**src/rtl/triangle_unit_normal_assert.svh**
```systemverilog
// assertion macros shared by the triangle normal rtl
// expects clk_i and rst_ni in the scope where a macro is used
`ifndef TRIANGLE_UNIT_NORMAL_ASSERT_SVH
`define TRIANGLE_UNIT_NORMAL_ASSERT_SVH

// checked at every clock edge outside reset
`define TUN_ASSERT(name, prop, msg) \
  name: assert property (@(posedge clk_i) disable iff (!rst_ni) prop) \
    else $error(msg);

// checked at every clock edge, reset included
`define TUN_ASSERT_ALWAYS(name, prop, msg) \
  name: assert property (@(posedge clk_i) prop) \
    else $error(msg);

`endif

```
**src/rtl/tun_pkg.sv**
```systemverilog
// shared constants and types of the triangle unit normal pipeline
// no dependencies
package tun_pkg;

  localparam int unsigned COORD_BITS_DEF       = 24;
  localparam int unsigned NORMAL_FRAC_BITS_DEF = 14;
  localparam int unsigned NORM_OUT_BITS        = 16;
  // magnitudes are cut down to this many bits before squaring
  localparam int unsigned NORM_KEEP_BITS       = 31;
  localparam int unsigned SUM_BITS             = 64;
  localparam int unsigned ROOT_BITS            = 32;
  localparam int unsigned SQRT_STEPS           = 32;
  localparam int unsigned SQ_BITS              = 2 * NORM_KEEP_BITS;

  // per item flags that ride along the pipeline
  typedef struct packed {
    logic [2:0] neg;
    logic       degen;
  } tun_tag_t;

  // what the square root cells carry next to the radicand
  typedef struct packed {
    logic [2:0][NORM_KEEP_BITS-1:0] m;
    tun_tag_t                       tag;
  } tun_side_t;

endpackage

```
**src/rtl/tun_sqrt_cell.sv**
```systemverilog
// one cell of the integer square root chain: settles one root bit
// depends on tun_pkg
module tun_sqrt_cell #(
  parameter int unsigned BIT_POS = 62
) (
  input  logic                          clk_i,
  input  logic                          en_i,
  input  logic [tun_pkg::SUM_BITS-1:0]  rad_i,
  input  logic [tun_pkg::SUM_BITS-1:0]  root_i,
  input  tun_pkg::tun_side_t            side_i,
  output logic [tun_pkg::SUM_BITS-1:0]  rad_o,
  output logic [tun_pkg::SUM_BITS-1:0]  root_o,
  output tun_pkg::tun_side_t            side_o
);
  import tun_pkg::*;

  logic [SUM_BITS-1:0] bit_v;
  logic [SUM_BITS-1:0] trial;
  logic [SUM_BITS-1:0] rad_d, root_d;

  // trial subtract of root plus the current bit
  always_comb begin
    bit_v = SUM_BITS'(1) << BIT_POS;
    trial = root_i + bit_v;
    if (rad_i >= trial) begin
      rad_d  = rad_i - trial;
      root_d = (root_i >> 1) + bit_v;
    end else begin
      rad_d  = rad_i;
      root_d = root_i >> 1;
    end
  end

  always_ff @(posedge clk_i) begin
    if (en_i) begin
      rad_o  <= rad_d;
      root_o <= root_d;
      side_o <= side_i;
    end
  end

endmodule

```
**config.mk**
```make
export PLATFORM = sky130hd
export DESIGN_NAME = tun_sqrt_cell
export DESIGN_NICKNAME = d
export VERILOG_FILES = /design/src/rtl/triangle_unit_normal_assert.svh /design/src/rtl/tun_pkg.sv /design/src/rtl/tun_sqrt_cell.sv
export SDC_FILE = /design/constraint.sdc
export NUM_CORES = 1
export LEC_CHECK = 0
export ABC_AREA = 1
export BUFFER_PORTS_ARGS = -buffer_cell sky130_fd_sc_hd__clkbuf_2
export CORE_UTILIZATION = 47
export DETAILED_ROUTE_END_ITERATION = 6
export PLACE_DENSITY = 0.81
export REMOVE_ABC_BUFFERS = 1
export SLEW_MARGIN = 20
export SYNTH_ARGS = -nofsm -noshare
export SYNTH_HDL_FRONTEND = slang
export SYNTH_SLANG_ARGS = --single-unit
```
**constraint.sdc**
```tcl
create_clock -name clk_i -period 2.5 [get_ports clk_i]
set_input_delay 0.5 -clock clk_i [delete_from_list [all_inputs] [get_ports clk_i]]
set_output_delay 0.5 -clock clk_i [all_outputs]
set_load 0.01 [all_outputs]
```
; ---- After elaboration in Yosys (flattened, before gate mapping)
; Index checks and enable logic that the tools add are counted.
[word_totals]
n_memories = 0
mem_bits_rw = 0
out_inout_bits = 225
rom_bits = 0
latchBits = 0
register_bits = 225
[classes]
n_lt_le_gt_ge = 1
n_mux = 2
mul = 0
shifts = 0
reduce_logical = 0
n_bitwise = 0
div = 0
add_sub_neg = 3
n_eq_ne = 0
[op_table]
columns = cell, count
row1 = adder 63 x 63 -> 64 bit (second input constant), 1
row2 = adder 64 x 63 -> 64 bit (second input constant), 1
row3 = greater-or-equal comparator 64 bit, 1
row4 = 2-to-1 mux 64 bit, 1
row5 = subtractor 64 bit, 1
row6 = 2-to-1 mux 63 bit, 1

; ---- Depth between registers and ports, before layout
[depth]
ltp_word = 3
mapped_depth = 18

; ---- Worst setup path after synthesis
; Ideal clock, no wire load.
[synth_path]
path_type = input to register
start = input port rad_i[0] (netlist name)
end = register rad_o[55] (netlist name), data pin
path_stages = 18
path_buffers = 1
path_slack_ns = 0.016
setup_ns = 0.253
arrival_time_ns = 2.231
cell_sequence = inv_1 > ha_1 > fa_1 > inv_1 > nand3_1 > nand2_4 > nand2_2 > nand2_2 > nand2_1 > nand2_2 > nand2_2 > nand3_2 > nand2_2 > nand2_4 > inv_4 > buf_2 > nand2_1 > nand2_1
[synth_via]
elab_chain_cells = 2
[synth_lines]
columns = item, line
row1 = start: declaration, tun_sqrt_cell.sv:8  ; input logic [tun_pkg::SUM_BITS-1:0] rad_i,
row2 = subtractor 64 bit / greater-or-equal comparator 64 bit (equally long branches), "tun_sqrt_cell.sv:26, tun_sqrt_cell.sv:25"
row3 = 2-to-1 mux 64 bit *, tun_sqrt_cell.sv:25  ; if (rad_i >= trial) begin
row4 = net rad_d[55], tun_sqrt_cell.sv:19  ; logic [SUM_BITS-1:0] rad_d, root_d;
row5 = end signal: assignment, tun_sqrt_cell.sv:36  ; rad_o <= rad_d;
row6 = end: declaration, tun_sqrt_cell.sv:11  ; output logic [tun_pkg::SUM_BITS-1:0] rad_o,
; The timed path passes the listed nets; every way through them passes the cells marked *.
; A chain may end at the register's enable or synchronous reset.

; ---- Worst setup path after layout
[layout_path]
start = input port rad_i[31] (netlist name)
end = register rad_o[49] (netlist name), data pin
; Same word-level chain as after synthesis.

==> results.json <==
{
  "post_cts_buffers": 0,
  "place.gp.congestion": 0.936,
  "holdCritStartpoint": "side_i[55]",
  "final_common_cell": "nand2_1",
  "io_buffers": 451,
  "critPathKind": "input pin to register",
  "grt_first_pass_wirelength_mm": 78.8,
  "min_period_ns": 2.34,
  "antenna_found_initial": 7,
  "h-tree-depth": 1,
  "rsz0062_at_grt": "no",
  "timing.fmax_mhz": 427,
  "antenna_left": 0,
  "final_nets": 2814,
  "crit_top_cell": "nand2_1",
  "place_area_mm2": 0.0185,
  "grt_pass1_vias": 14200,
  "critPathRequiredTime_ns": 2.90,
  "crit_chain": "clkbuf_2 -> ha_1 -> nand2_1 -> nor2_2 -> nand2_1 -> nor2_2 -> nand4_1 -> nand3_2 -> nand2_2 -> nand2_4 -> buf_12 -> nand3_1 -> nand2_1",
  "cts-root-buf": "clkbuf_16",
  "initial_utilization": 0.481,
  "drv_cap": 0,
  "fin_area_mm2": 0.0192,
  "finalNonFillerCells": 2924,
  "path_clk_slew_ns": 0.06,
  "maxSlewHeadroom": 0.702,
  "cpPeakStageDelay_ns": 0.38,
  "crit_path_start": "rad_i[31]",
  "grt-ovfl-total": 0,
  "grt.total_usage": 0.346,
  "via_per_inst": 4.90,
  "routed_wl_mm": 53.3,
  "ioPinCount": 452,
  "setup.worst_path.end_class": "register",
  "core_region_area_mm2": 0.0289,
  "die_h_um": 174,
  "hold_violations": 0,
  "hold_class": "input pin to register",
  "outcome": "finished, final reports clean",
  "drt_iter0_markers": 1104,
  "cts_tree": "done",
  "synth_cells": 1809,
  "worstPathMaxFanout": 26,
  "die_area_mm2": 0.0302,
  "final_cell_mix": "761 x nand2_1, 450 x clkbuf_2, 401 x inv_1, 241 x buf_4, 225 x edfxtp_1",
  "grt_start_max_net_pins": 53,
  "row_count": 62,
  "ys_seq_area_frac": 0.487,
  "yosysWarnings": 0,
  "hpwl_mm": 44.2,
  "die_w_um": 174,
  "ys_ff_latch": 225,
  "syn_area_mm2": 0.0139,
  "wl_per_cell_um": 18.2,
  "setup_viol": 0,
  "post-route-period-util": 0.937,
  "drc": 0,
  "p_leak_nw": 10.9,
  "vias": 14300,
  "cellPowerDensity_mw_per_mm2": 594,
  "clock_sinks": 225,
  "cp.arrival_ns": 2.74,
  "final_max_slew_viol_count": 0,
  "dr.pass1.iters": 5,
  "drive_gt1_frac": 0.304,
  "worst_pin_slew_ns": 0.443,
  "synth.avg_cell_area_um2": 7.67,
  "critPathLaunchType": "input pin",
  "synth.distinct_cells": 29,
  "place_inst": 2880,
  "critPathSlowestCell": "ha_1",
  "cts_buffer_depth": 3,
  "peakVddDrop_uv": 614,
  "cts_buffers": 24,
  "area_growth_pct": 38.4
}
## critical path: cells and delay by family
family        cells  cell delay, ns
buf+inv           2            0.32
fa+ha+maj         1            0.38
simple gates     10            1.52
## metrics by stage
| step | hold slack [ns] | TNS [ns] | worst slack [ns] | total power, mW | util |
|---|---|---|---|---|---|
| floorplan | 0.599 | -30.61 | -0.480 | 6.32 | - |
| global placement | 0.678 | -11.32 | -0.297 | 8.03 | 0.641 |
| detailed placement | 0.679 | -15.76 | -0.334 | 8.10 | 0.641 |
| CTS | 0.130 | 0 | 0.205 | 11.4 | 0.665 |
| global route | 0.127 | 0 | 0.0116 | 11.9 | 0.665 |
| finish | 0.138 | 0 | 0.158 | 11.4 | 0.665 |
## per-layer routing
metal	GRT usage	vias up	wire length [um]
li1	-	6988	-
met1	0.425	6586	21400
met2	0.594	626	25200
met3	0.0787	121	4620
met4	0.126	6	2000
met5	0	-	43
## cells by family (layout without fill, tap and decap cells)
logic type | Yosys count | after routing | share of synthesized area
compound gates | 52 | 52 | 0.0190
simple gates | 1015 | 1015 | 0.297
xor+xnor | 32 | 32 | 0.0202
buf+inv | 420 | 1150 | 0.118
flops | 225 | 225 | 0.487
other cells | 0 | 1 | 0
fa+ha+maj | 65 | 65 | 0.0592
## Yosys cell counts
library cell / number / area share
buf_2: 8 / 0.0029
inv_1: 401 / 0.11
nand2_2: 6 / 0.0027
xor2_1: 30 / 0.019
edfxtp_1: 225 / 0.49
buf_4: 1 / 0.00054
nor3_1: 7 / 0.0025
and3_1: 1 / 0.00045
inv_2: 5 / 0.0014
o21ai_0: 7 / 0.0025
fa_1: 1 / 0.0014
ha_1: 64 / 0.058
nand3_2: 11 / 0.0079
buf_6: 3 / 0.0024
a21oi_2: 1 / 0.00063
nor3_2: 3 / 0.0022
xnor2_1: 2 / 0.0013
a21oi_1: 43 / 0.016
inv_4: 1 / 0.00045
nor2_2: 7 / 0.0032
buf_12: 1 / 0.0014
nand4_1: 20 / 0.0090
nand2_4: 2 / 0.0016
and2_1: 2 / 0.00090
nand3_1: 79 / 0.029
nor2_1: 112 / 0.030
o21ai_1: 1 / 0.00036
nand2_1: 762 / 0.21
nor4_1: 3 / 0.0014
## where the power goes
part	internal (mW)	switching (mW)
clock	1.82	1.49
sequential	4.63	0.141
combinational	1.34	1.99
total	7.78	3.62
## layout make-up
| class | instances | area [um2] |
|---|---|---|
| diodes | 1 | 2.50 |
| clock buffers | 29 | 641 |
| clock inverters | 14 | 70.1 |
| fillers | 2469 | 9660 |
| inverters | 407 | 1530 |
| multi-input cells | 1164 | 5490 |
| flip-flops and latches | 225 | 6760 |
| well taps | 384 | 480 |
| repair buffers | 700 | 4240 |
## final timing paths
| kind | slack (ns) | endpoint | cells after the start |
|---|---|---|---|
| max | 0.16 | rad_o[49] | 13 |
| min | 0.14 | side_o[55] | 1 |
## timing repair
item                                    4_1_cts  5_1_grt
resized for setup                             0        1
hold endpoints to repair                      0        0
endpoints found under the setup margin        0        1
hold buffers                                  0        0
## sequential cells by signal, summed over array words and instances (netlist names)
name / count
rad_o: 64
side_o: 97
root_o: 64
No activity file was read; power rests on OpenSTA's default activity.
