<file path="src/rtl/triangle_unit_normal_assert.svh">
// assertion macros shared by the triangle normal rtl
// expects clk_i and rst_ni in the scope where a macro is used
`ifndef TRIANGLE_UNIT_NORMAL_ASSERT_SVH
`define TRIANGLE_UNIT_NORMAL_ASSERT_SVH

// checked at every clock edge outside reset
`define TUN_ASSERT(name, prop, msg) \
  name: assert property (@(posedge clk_i) disable iff (!rst_ni) prop) \
    else $error(msg);

// checked at every clock edge, reset included
`define TUN_ASSERT_ALWAYS(name, prop, msg) \
  name: assert property (@(posedge clk_i) prop) \
    else $error(msg);

`endif

</file>
<file path="src/rtl/tun_pkg.sv">
// shared constants and types of the triangle unit normal pipeline
// no dependencies
package tun_pkg;

  localparam int unsigned COORD_BITS_DEF       = 24;
  localparam int unsigned NORMAL_FRAC_BITS_DEF = 14;
  localparam int unsigned NORM_OUT_BITS        = 16;
  // magnitudes are cut down to this many bits before squaring
  localparam int unsigned NORM_KEEP_BITS       = 31;
  localparam int unsigned SUM_BITS             = 64;
  localparam int unsigned ROOT_BITS            = 32;
  localparam int unsigned SQRT_STEPS           = 32;
  localparam int unsigned SQ_BITS              = 2 * NORM_KEEP_BITS;

  // per item flags that ride along the pipeline
  typedef struct packed {
    logic [2:0] neg;
    logic       degen;
  } tun_tag_t;

  // what the square root cells carry next to the radicand
  typedef struct packed {
    logic [2:0][NORM_KEEP_BITS-1:0] m;
    tun_tag_t                       tag;
  } tun_side_t;

endpackage

</file>
<file path="src/rtl/tun_div_cell.sv">
// one cell of the restoring divider chain: one quotient bit for three lanes
// depends on tun_pkg
module tun_div_cell #(
  parameter int unsigned DW  = 47,
  parameter int unsigned QW  = 15,
  parameter int unsigned BIT = 14
) (
  input  logic                           clk_i,
  input  logic                           en_i,
  input  logic [tun_pkg::ROOT_BITS-1:0]  len_i,
  input  logic [2:0][DW-1:0]             rem_i,
  input  logic [2:0][QW-1:0]             quo_i,
  input  tun_pkg::tun_tag_t              tag_i,
  output logic [tun_pkg::ROOT_BITS-1:0]  len_o,
  output logic [2:0][DW-1:0]             rem_o,
  output logic [2:0][QW-1:0]             quo_o,
  output tun_pkg::tun_tag_t              tag_o
);
  import tun_pkg::*;

  logic [DW-1:0]      dvs;
  logic [2:0][DW-1:0] rem_d;
  logic [2:0][QW-1:0] quo_d;

  // compare and subtract the shifted divisor in each lane
  always_comb begin
    dvs   = DW'(len_i) << BIT;
    rem_d = rem_i;
    quo_d = quo_i;
    for (int k = 0; k < 3; k++) begin
      if (rem_i[k] >= dvs) begin
        rem_d[k]      = rem_i[k] - dvs;
        quo_d[k][BIT] = 1'b1;
      end
    end
  end

  always_ff @(posedge clk_i) begin
    if (en_i) begin
      len_o <= len_i;
      rem_o <= rem_d;
      quo_o <= quo_d;
      tag_o <= tag_i;
    end
  end

endmodule
</file>
<file path="config.mk">
export PLATFORM = sky130hd
export DESIGN_NAME = tun_div_cell
export DESIGN_NICKNAME = d
export VERILOG_FILES = /design/src/rtl/triangle_unit_normal_assert.svh /design/src/rtl/tun_pkg.sv /design/src/rtl/tun_div_cell.sv
export SDC_FILE = /design/constraint.sdc
export NUM_CORES = 1
export LEC_CHECK = 0
export BUFFER_PORTS_ARGS = -buffer_cell sky130_fd_sc_hd__buf_2
export CAP_MARGIN = 20
export CORE_MARGIN = 5
export CORE_UTILIZATION = 50
export CTS_CLUSTER_DIAMETER = 60
export DETAILED_ROUTE_END_ITERATION = 8
export PLACE_DENSITY = 0.78
export SYNTH_ARGS = -nofsm -noshare
export SYNTH_HDL_FRONTEND = slang
export SYNTH_SLANG_ARGS = --single-unit
</file>
<file path="constraint.sdc">
create_clock -name clk_i -period 6.24 [get_ports clk_i]
set_clock_uncertainty 0.2 [all_clocks]
set_input_delay 0.312 -clock clk_i [delete_from_list [all_inputs] [get_ports clk_i]]
set_output_delay 0.312 -clock clk_i [all_outputs]
set_load 0.05 [all_outputs]
</file>
== Yosys cells after proc, flatten, opt, wreduce, memory -nomap -nowiden ==
Index checks and enable logic that the tools add are counted.

* Add/sub/neg operators: 3
* Order comparisons: 3
* Mux-type cells: 3

{| class="wikitable"
|+ Operator list
! operator !! count
|-
| $ge 47x46->1 || 3
|-
| $mux 47 || 3
|-
| $sub 47x46->47 || 3
|}

* Bits in registers: 222
* Bits of input ports: 224
* Output and inout bits: 222
* Logic and storage cells: 21

== Depth between registers and ports, before layout ==
Gate-level depths: netlist of run 1.

* Word-level depth: 2
* Depth in mapped cells: 14
* Mapped depth without buffers: 12

== Worst setup path after synthesis of run 1 ==
OpenSTA, ideal clock, no wires.

* Kind: in2reg
* Start: input port len_i[9] in the netlist's numbering
* End: register rem_o[138] in the netlist's numbering (data pin)
* Setup time: 260 ps
* Arrival: 2658 ps
* Required time: 5780 ps
* Path slack: 3122 ps
* Stages on the path: 12
* Buffers on the path: 1
* Path through: inv_1 ha_1 buf_6 and3_4 a221oi_4 nor2b_2 nor4b_4 a211o_1 or3b_1 a31oi_2 xnor2_1 mux2_4

{| class="wikitable"
|+ RTL lines
! item !! RTL line !! text
|-
| start: declaration || tun_div_cell.sv:10 || <nowiki>input logic [tun_pkg::ROOT_BITS-1:0] len_i,</nowiki>
|-
| end signal: assignment || tun_div_cell.sv:41 || <nowiki>rem_o <= rem_d;</nowiki>
|-
| end: declaration || tun_div_cell.sv:15 || <nowiki>output logic [2:0][DW-1:0] rem_o,</nowiki>
|}

==> results.toml, run 1 <==
[grt]
grt_max_degree = 77
grt_antenna_before_repair = 1
track_usage = 0.305
grt_pass1_wl_mm = 72.9
grt-ovfl-total = 0
grt_pass1_vias = 12900

[timing]
worst_pin_slew_ns = 0.938
setup_viol = 0
period_needed_ns = 4.44
hold_viol_final = 0
max_freq_mhz = 225
final_critical_path_setup_slack_ns = 1.80
relSlewSlack = 0.375
finalSetupTns_ns = 0
grt_setup_unrepaired = "false"
finalCritPeriodShare = 0.711
slew_violations = 0

[cts]
clock-root-buffer = "clkbuf_16"
cts_buffer_depth = 3
cts_tree = "yes"
cts.clk_slew.worst_paths_ns = 0.06
cts.sinks = 222
numCtsBuffers = 26
cts_resized = 0
h-tree-depth = 1

[die]
die_height_um = 173
ios = 446
initial_core_util = 0.507
rows = 59
core_um2 = 26100
die_w_um = 173
dieArea_um2 = 29800

[layout]
final_nets = 2188
fillers = 1810
layout-drive-gt1-share = 0.280
areaGrowthSynthToFinish_pct = 42.4

[placement]
place_hpwl_mm = 34.4
pre_cts_ws_ns = 1.89
port_buffers = 445
finalWeightedCongestion = 0.939

[power]
vdd.ir_drop.worst_uv = 245
p_leak_nw = 8.19
power.density_nw_per_um2 = 286

[synthesis]
ys_seq_elements = 222
syn-num-nets = 1540
yosysTopAreaCellShare = 0.505
avgSynthCellArea_um2 = 10.9
yosysMostFrequentCell = "edfxtp_1"
synth_top_area_cell = "edfxtp_1"
yosysWarnings = 0
synthTopCellsByCount = "edfxtp_1, a21oi_1, nor2_1, ha_1, nand2_1"
synthTopCellsByArea = "edfxtp_1, ha_1, a21oi_1"
ys_async_sr_fraction = 0
ys_types = 66
ys.flop_type = "edfxtp_1"
synth_area_um2 = 13200
synth_edf_count = 222
synthCells = 1217
synth-seq-area-share = 0.505

[route]
drtPass1Iterations = 8
drt_iter0_drc = 1004
drt-vias-per-instance = 5.69
drc = 0
drt-total-wl_mm = 48.0
drtAntennaViolNets = 0
wl_per_cell_um = 21.6
vias = 12600

[worst_setup_path]
crit_arrival_ns = 4.50
critical_path_required_ns = 6.31
worst_setup_path_start_kind = "input port"
cp-end-kind = "flop"
path_class = "in2reg"
cp_max_fo = 50

[run]
drv_cap = 0

[min_path]
min_path_type = "in2reg"

[outcome]
outcome = "finished, final reports clean"
cells by family (layout without fill, tap and decap cells):
| group | Yosys count | in the layout | share of synthesized area |
|---|---|---|---|
| adders and majority gates | 99 | 99 | 0.0955 |
| xor gates and xnor gates | 87 | 87 | 0.0577 |
| AOI/OAI and AO/OA | 361 | 361 | 0.171 |
| DFF | 222 | 222 | 0.505 |
| other | 0 | 1 | 0 |
| muxes | 23 | 23 | 0.0198 |
| buffers and inverters | 102 | 770 | 0.0311 |
| and+or+nand+nor | 323 | 323 | 0.121 |
routing by layer:
layer	share of wire	global-route usage
met1	0.37	0.357
met2	0.50	0.539
met3	0.077	0.0588
met4	0.055	0.143
met5	0.00015	0
cell usage in the layout (no fill, tap or decap), types with 11 or more instances in the layout:
| master | instances |
|---|---|
| nand4_1 | 20 |
| buf_2 | 444 |
| nor3_1 | 15 |
| xnor2_1 | 54 |
| inv_1 | 55 |
| ha_1 | 96 |
| mux2_2 | 21 |
| nand2b_1 | 20 |
| nor2_1 | 104 |
| clkbuf_16 | 27 |
| nand3_1 | 22 |
| a211oi_1 | 12 |
| a21o_1 | 51 |
| o21a_1 | 11 |
| dlygate4sd3_1 | 217 |
| a21oi_1 | 131 |
| edfxtp_1 | 222 |
| nor4_1 | 12 |
| o21ai_0 | 74 |
| a31oi_1 | 15 |
| o211ai_1 | 14 |
| nand2_1 | 77 |
| xor2_1 | 33 |
per-stage QoR:
step / area, µm² / utilization / power, mW / hold WS [ns] / cells
floorplan: 13200 / - / 3.13 / 0.211 / 1217
global placement: 15700 / 0.602 / 3.57 / 0.289 / 1955
detailed placement: 15700 / 0.602 / 3.59 / 0.290 / 1955
CTS: 18800 / 0.722 / 5.36 / 0.00312 / 2220
global route: 18800 / 0.722 / 5.57 / 0.00223 / 2220
finish: 18800 / 0.722 / 5.37 / 0.0190 / 2221
sequential cells by signal, summed over array words and instances (netlist names):
name	cells
len_o	32
quo_o	45
rem_o	141
tag_o	4
worst max-delay path, cell delays in order:
cell,delay [ns]
dlygate4sd3_1,0.56
buf_2,0.25
inv_1,0.13
ha_1,0.31
nor2b_1,0.22
o31a_1,0.17
nor4_1,0.05
o21ai_0,0.50
a211oi_2,0.25
o21a_1,0.26
o211ai_1,0.52
buf_4,0.55
mux2_2,0.40
power by group:
part | total [mW] | internal (mW) | leakage [nW] | switching [mW]
sequential | 1.91 | 1.86 | 2.17 | 0.0516
clock | 1.67 | 1.04 | 0.454 | 0.622
combinational | 1.80 | 0.562 | 5.57 | 1.23
final cells by class:
type                            count  area (µm²)  area share
Tap cell                          335         419      0.0223
Antenna cell                        1        2.50    0.000133
Inverter                           55         206      0.0110
Multi-Input combinational cell    893        6130       0.326
Clock inverter                     16         244      0.0130
Clock buffer                       32         694      0.0369
Timing Repair Buffer              667        4450       0.236
Sequential cell                   222        6670       0.354
what timing repair did:
action	CTS	global route
setup buffers	0	0
hold buffers	217	0
endpoints found under the hold margin	217	0
final timing paths:
path / from / end / slack, ns / cells after the start
max: len_i[1] / rem_o[121] / 1.80 / 13
min: rem_i[30] / rem_o[30] / 0.02 / 3
(Power assumes the default switching activity.)
==> run 2: changes to the inputs <==
Clock period 6.24 ns to 4.15 ns, I/O delays scaled along.
==> results.toml, run 2 (synthesized netlist as in run 1, its figures left out) <==
[layout]
regMostFlops = "rem_o"
reg_top3 = "rem_o x141, quo_o x45, len_o x32"
postLayoutCoreUtil = 0.722
largest_register_ffs = 141
layout_commonest_cell = "buf_2"
final_cell_mix = "buf_2, dlygate4sd3_1, edfxtp_1, a21oi_1, nor2_1"
areaGrowthSynthToFinish_pct = 42.5
fillers = 1788
layout-drive-gt1-share = 0.281
final_nets = 2197

[route]
drt_iter0_drc = 977
vias = 12700
drt-vias-per-instance = 5.71
drc = 0
drtAntennaViolNets = 0
drt-total-wl_mm = 48.4
wl_per_cell_um = 21.7
drtPass1Iterations = 6

[power]
clkPwrFrac = 0.285
comb_power_share = 0.348
p_total_mw = 7.83
p_switching_mw = 2.87
vdd.ir_drop.worst_uv = 431
p_int_mw = 4.95
p_leak_nw = 8.20
power_switching_share = 0.367
seqPwrFrac = 0.367
power.density_nw_per_um2 = 416

[die]
core_um2 = 26100
die_w_um = 173
rows = 59
initial_core_util = 0.507
ios = 446
dieArea_um2 = 29800
die_height_um = 173

[cts]
h-tree-depth = 1
cts_tree = "yes"
clock-root-buffer = "clkbuf_16"
cts.clk_slew.worst_paths_ns = 0.06
ctsHoldBuffers = 222
cts.sinks = 222
cts_setup_buffers = 0
numCtsBuffers = 25
cts_buffer_depth = 3
cts_resized = 0

[worst_setup_path]
cp-end-kind = "flop"
cp_slowest_cell = "o21ai_0"
slowest_delay_ns = 0.57
crit_arrival_ns = 3.96
path_cells = "dlygate4sd3_1, buf_2, inv_1, ha_1, nor2b_1, o31a_1, nor4_1, o21ai_0, a211oi_2, o21a_1, o211ai_1, buf_12, mux2_2"
path_class = "in2reg"
critical_path_required_ns = 4.23
worst_setup_path_start_kind = "input port"
cp_max_fo = 56

[grt]
grt-ovfl-total = 0
grt_pass1_wl_mm = 73.5
grt_pass1_vias = 12800
grt_max_degree = 92
track_usage = 0.308
grt.busiest_layer = "met2"
grt_use_met2 = 0.561
grt_antenna_before_repair = 1
grt_util_met1 = 0.364
use_met3 = 0.0573

[min_path]
min_path_type = "in2reg"

[timing]
grt_setup_unrepaired = "false"
max_freq_mhz = 258
finalSetupTns_ns = 0
slew_violations = 0
worst_pin_slew_ns = 0.711
final_critical_path_setup_slack_ns = 0.269
hold_slack_ns = -0.00183
relSlewSlack = 0.526
period_needed_ns = 3.88
setup_viol = 0
finalCritPeriodShare = 0.935
hold_viol_final = 3

[placement]
port_buffers = 445
place_hpwl_mm = 34.2
finalWeightedCongestion = 0.950
pre_cts_ws_ns = 0.371

[run]
drv_cap = 0

[outcome]
outcome = "complete, but fails checks"
failed_checks = "negative hold slack"
run 2: per-stage QoR:
stage / area, µm² / std cells
after detailed placement: 15800 / 1960
after floorplan: 13200 / 1217
final: 18800 / 2228
after global placement: 15800 / 1960
after global routing: 18800 / 2228
after CTS: 18800 / 2227
run 2: worst max-delay path: cells and delay by family:
family	cells	cell delay [ns]
multiplexers	1	0.37
buffers and inverters	4	1.18
AO/OA/AOI/OAI	5	1.54
adder cells (fa/ha/maj)	1	0.32
AND/OR/NAND/NOR	2	0.28
run 2: power groups by stage:
stage	combinational (mW)	sequential (mW)	clock, mW
2_1_floorplan	0.889	3.82	0
3_3_place_gp	2.47	2.90	0
3_5_place_dp	2.50	2.91	0
4_1_cts	2.68	2.86	2.25
5_1_grt	2.86	2.89	2.36
6_report	2.72	2.87	2.23
run 2: path summary, 6_finish.rpt:
path	startpoint	endpoint	cells past startpoint
min	en_i	rem_o[94]	1
max	len_i[1]	rem_o[111]	13
run 2: cell type report:
type,count,area (µm²),share of cell area
Timing Repair Buffer,677,4580,0.244
Tap cell,335,419,0.0223
Antenna cell,1,2.50,0.000133
Clock buffer,28,637,0.0338
Clock inverter,17,176,0.00937
Sequential cell,222,6670,0.354
Inverter,55,206,0.0110
Multi-Input combinational cell,893,6130,0.326
run 2: layer usage:
| metal | vias to the layer above | wire length [µm] |
|---|---|---|
| met2 | 643 | 24700 |
| met3 | 118 | 3490 |
| met4 | 0 | 2100 |
| li1 | 5913 | - |
| met1 | 6045 | 18100 |
| met5 | - | 0 |
